**src/hdl/tds_pkg.sv**
```systemverilog
package tds_pkg;

	localparam int MAX_TRIANGLES_DEF = 64;
	localparam int VERTICES_PER_POLYGON = 3;
	localparam int IDX_W = 16;
	localparam int COORD_W = 24;
	localparam int DIFF_W = COORD_W + 1;
	localparam int SQ_W = 2 * DIFF_W;
	localparam int DIST_W = 52;
	localparam int TRI_IDX_W = IDX_W * VERTICES_PER_POLYGON;
	localparam int PEND_W = IDX_W * (VERTICES_PER_POLYGON - 1);
	localparam int CFG_IDX_W = 2;

	typedef enum logic [CFG_IDX_W-1:0] {
		CFG_CAMERA_X = 2'd0,
		CFG_CAMERA_Y = 2'd1,
		CFG_CAMERA_Z = 2'd2
	} cfg_reg_t;

	typedef struct packed {
		logic [TRI_IDX_W-1:0] idx;
		logic [DIST_W-1:0]    sq_dist;
	} entry_t;

	typedef struct packed {
		logic   insert;
		logic   pop;
		entry_t ent;
	} chain_ctrl_t;

	typedef struct packed {
		logic             valid;
		logic             set_end;
		logic [IDX_W-1:0] idx;
		logic [SQ_W-1:0]  sq_x;
		logic [SQ_W-1:0]  sq_y;
		logic [SQ_W-1:0]  sq_z;
	} vtx_sq_t;

endpackage

```
**src/hdl/tds_dist.sv**
```systemverilog
module tds_dist (
	input  logic                              clk,
	input  logic                              arst_n,
	input  logic                              accept,
	input  logic [tds_pkg::IDX_W-1:0]         vertex_index,
	input  logic signed [tds_pkg::COORD_W-1:0] coord_x,
	input  logic signed [tds_pkg::COORD_W-1:0] coord_y,
	input  logic signed [tds_pkg::COORD_W-1:0] coord_z,
	input  logic                              set_end,
	input  logic signed [tds_pkg::COORD_W-1:0] camera_x,
	input  logic signed [tds_pkg::COORD_W-1:0] camera_y,
	input  logic signed [tds_pkg::COORD_W-1:0] camera_z,
	output tds_pkg::vtx_sq_t                  vtx,
	output logic                              end_s1
);

	logic                             valid_s1;
	logic [tds_pkg::IDX_W-1:0]        idx_s1;
	logic [tds_pkg::DIFF_W-1:0]       mag_x_s1, mag_y_s1, mag_z_s1;
	logic signed [tds_pkg::DIFF_W-1:0] dx, dy, dz;
	logic                             valid_s2;
	logic                             end_s2;
	logic [tds_pkg::IDX_W-1:0]        idx_s2;
	logic [tds_pkg::SQ_W-1:0]         sq_x_s2, sq_y_s2, sq_z_s2;

	assign dx = {coord_x[tds_pkg::COORD_W-1], coord_x} - {camera_x[tds_pkg::COORD_W-1], camera_x};
	assign dy = {coord_y[tds_pkg::COORD_W-1], coord_y} - {camera_y[tds_pkg::COORD_W-1], camera_y};
	assign dz = {coord_z[tds_pkg::COORD_W-1], coord_z} - {camera_z[tds_pkg::COORD_W-1], camera_z};

	always_ff @(posedge clk or negedge arst_n) begin
		if (!arst_n) begin
			valid_s1 <= 1'b0;
			end_s1   <= 1'b0;
			valid_s2 <= 1'b0;
			end_s2   <= 1'b0;
		end else begin
			valid_s1 <= accept;
			end_s1   <= accept & set_end;
			valid_s2 <= valid_s1;
			end_s2   <= end_s1;
		end
	end

	// magnitudes first, one multiplier per axis in the next stage
	always_ff @(posedge clk) begin
		idx_s1   <= vertex_index;
		mag_x_s1 <= dx[tds_pkg::DIFF_W-1] ? tds_pkg::DIFF_W'(-dx) : tds_pkg::DIFF_W'(dx);
		mag_y_s1 <= dy[tds_pkg::DIFF_W-1] ? tds_pkg::DIFF_W'(-dy) : tds_pkg::DIFF_W'(dy);
		mag_z_s1 <= dz[tds_pkg::DIFF_W-1] ? tds_pkg::DIFF_W'(-dz) : tds_pkg::DIFF_W'(dz);
		idx_s2   <= idx_s1;
		sq_x_s2  <= tds_pkg::SQ_W'(mag_x_s1) * tds_pkg::SQ_W'(mag_x_s1);
		sq_y_s2  <= tds_pkg::SQ_W'(mag_y_s1) * tds_pkg::SQ_W'(mag_y_s1);
		sq_z_s2  <= tds_pkg::SQ_W'(mag_z_s1) * tds_pkg::SQ_W'(mag_z_s1);
	end

	assign vtx.valid   = valid_s2;
	assign vtx.set_end = end_s2;
	assign vtx.idx     = idx_s2;
	assign vtx.sq_x    = sq_x_s2;
	assign vtx.sq_y    = sq_y_s2;
	assign vtx.sq_z    = sq_z_s2;

endmodule

```
**config.mk**
```make
export PLATFORM = sky130hd
export DESIGN_NAME = tds_dist
export DESIGN_NICKNAME = d
export VERILOG_FILES = /design/src/hdl/tds_pkg.sv /design/src/hdl/tds_dist.sv
export SDC_FILE = /design/constraint.sdc
export NUM_CORES = 2
export LEC_CHECK = 0
export BUFFER_PORTS_ARGS = -buffer_cell sky130_fd_sc_hd__clkbuf_2
export CAP_MARGIN = 15
export CORE_MARGIN = 2
export CORE_UTILIZATION = 40
export DETAILED_ROUTE_END_ITERATION = 12
export HOLD_SLACK_MARGIN = 0.02
export PLACE_DENSITY = 0.58
export SYNTH_ARGS = -nofsm -noshare
export SYNTH_HDL_FRONTEND = slang
export SYNTH_SLANG_ARGS = --single-unit
```
**constraint.sdc**
```tcl
create_clock -name clk -period 6.7 [get_ports clk]
set_input_delay 0 -clock clk [delete_from_list [all_inputs] [get_ports clk]]
set_output_delay 0 -clock clk [all_outputs]
set_load 0.01 [all_outputs]
```
==> results.yml <==
outcome:
  status: "finished, violations left"
  violations: "negative setup slack"
clock_tree:
  tritoncts: "built"
  cts_root_buf: "clkbuf_16"
  clk_latency_ns: 0.61
  path_clk_slew_ns: 0.06
  cts_made_buffers: 38
  cts_sinks: 258
  cts_max_level: 2
  clock_path_buffers: 3
floorplanning:
  fp.dieH_microns: 405
  start_util_pct: 40.2
  rows: 147
  dieArea_sq_um: 164000
  fp.dieW_microns: 405
  boundaryPins: 333
  coreArea_sq_um: 160000
finish:
  fin_nets: 10500
  mostFrequentLayoutCell: "inv_1"
  mostFrequentLayoutCells: "inv_1 (2010), fa_1 (1342), buf_4 (801), ha_1 (585), nand2_1 (529)"
  num-fill-cells: 15100
  area_delta_synth_final_pct: 26.1
  drive_gt1_share_pct: 23.9
  fin_util_pct: 50.7
detailed_routing:
  final_antenna_net_count: 0
  drcViolationCount: 0
  wl_per_cell_microns: 16.9
  dr.first_iter.drc_count: 2722
  vias: 50000
  finalWirelength_mm: 177
  first_pass_iters: 5
  avgViaCountPerCell: 4.76
setup_path:
  cpMaxStageDelayCell: "fa_1"
  crit_top_cell: "fa_1"
  rr_worst_depth: 27
  cp-end-kind: "register"
  crit_path_start_kind: "register"
  cp.required_ns: 7.20
  crit_fanout: 12
  cp_slowest_stage_delay_ns: 0.55
  path_class: "register to register"
  arrival_ns: 7.53
timing:
  setup_viol: 27
  worst_clock_skew_ns: 0.0254
  worst_hold_slack_ns: 0.0454
  layout_min_cycle_time_ns: 7.03
  worst_pin_slew_ns: 0.905
  drv_slew: 0
  slew_headroom_pct: 38.7
  fin_crit_sh_pct: 105
  rsz0062_at_grt: "true"
  max_freq_ghz: 0.142
  fin_ws_ns: -0.325
  finalHoldViolations: 0
place:
  gp_congestion: 0.916
  place_ws_ns: -0.989
  dp_hpwl_mm: 151
  port_buffers: 329
synthesis:
  synth_edf_count: 0
  synthAdderAreaFrac_pct: 55.9
  synthDistinctLibCells: 92
  avgSynthCellArea_sq_um: 9.09
  synthFlopType: "dfxtp_1"
  synth-xor-area-share_pct: 3.99
  synth_warnings: 0
  synth_simple_gate_area_share_pct: 11.2
  netlist_instances: 7095
  synth.mux.area_fraction_pct: 0.177
  synth_top_family_by_area: "adder cells"
  async_flop_share_pct: 1.55
  synth_compound_area_share_pct: 7.15
  synth_seq_area_share_pct: 8.04
  synth-seq-cells: 258
  syn_area_sq_um: 64500
worst_hold_path:
  whs_path_depth: 6
  hold_class: "input port to register"
global_routing:
  antenna_found_initial: 6
  grt_pass1_vias: 54000
  gr-usage-met2_pct: 36.9
  grt_busiest_layer: "met2"
  grt_usage_pct: 22.1
  overflow: 0
  grt_max_degree: 26
  met3_usage_pct: 3.11
  grt_use_met1_pct: 30.3
  grt_pass1_wl_mm: 285
flow_run:
  drv_cap: 0
per-stage QoR:
step	setup TNS (ns)	instances	area [sq um]
global placement	-30.34	10200	75000
CTS	-3.82	10400	79300
global route	-12.58	10500	81300
finish	-3.77	10500	81300
detailed placement	-35.33	10200	75000
floorplan	0	7097	64800
registers in the layout, indices dropped and copies added, names as in the netlist, 16 cells and up:
name      cells
sq_x_s2      49
sq_y_s2      49
sq_z_s2      49
mag_x_s1     25
mag_y_s1     25
mag_z_s1     25
idx_s1       16
idx_s2       16
cell type report:
type	count	area (sq um)	share of cell area, %
Clock buffer	46	1010	1.24
Antenna cell	2	5.00	0.00616
Multi-Input combinational cell	4511	53000	65.2
Timing Repair Buffer	1381	10900	13.5
Tap cell	2160	2700	3.32
Sequential cell	258	5380	6.61
Clock inverter	22	325	0.400
Inverter	2108	7950	9.78
final timing paths:
path,start,end,slack (ns)
worst max-delay path,mag_x_s1[21],sq_x_s2[46],-0.33
worst min-delay path,camera_x[23],mag_x_s1[22],0.05
worst max register to register,mag_x_s1[21],sq_x_s2[46],-0.33
worst min register to register,idx_s1[4],idx_s2[4],0.32
max in group asynchronous,arst_n,valid_s1,6.22
min in group asynchronous,arst_n,end_s2,0.32
what timing repair did:
action | CTS | global route
cloned | 3 | 0
buffers inserted | 64 | 89
resized for setup | 470 | 402
endpoints found under the hold margin | 45 | 0
hold buffers | 68 | 0
endpoints found under the setup margin | 75 | 71
pin swaps | 214 | 247
routing by layer:
layer,wire length [microns],part of all wire (%)
met1,77900,44
met2,85000,48
met3,9860,5.6
met4,4130,2.3
met5,0,0
synth_stat cells (all sizes together) (96+ instances only):
master	instances	area (sq um)
a21o	123	925
o21ai	121	606
dfxtp	254	5080
nor2	192	721
xnor2	198	1730
clkbuf	202	758
and2	374	2340
fa	1402	28100
xor2	96	841
a21oi	222	1130
ha	635	7950
nand2	595	2230
inv	2108	7910
critical path, delay by kind of cell, from the launching register on:
family / cells / cell delay [ns]
buf+inv: 10 / 1.23
xor+xnor: 1 / 0.13
simple gates: 3 / 0.58
fa+ha+maj: 8 / 3.82
compound gates: 5 / 0.71
flops: 1 / 0.42
logic make-up (layout without fill, tap and decap cells):
group | Yosys count | after routing
flip-flops | 258 | 258
AND/OR/NAND/NOR | 1459 | 1459
multiplexers | 11 | 11
XOR/XNOR | 294 | 294
adder cells (fa/ha/maj) | 2037 | 2037
buffers and inverters | 2328 | 3557
other | 1 | 5
AO/OA/AOI/OAI | 707 | 707
Power is not shown: default switching activity piles up to over one toggle a cycle in this logic, so the estimate is an artifact.
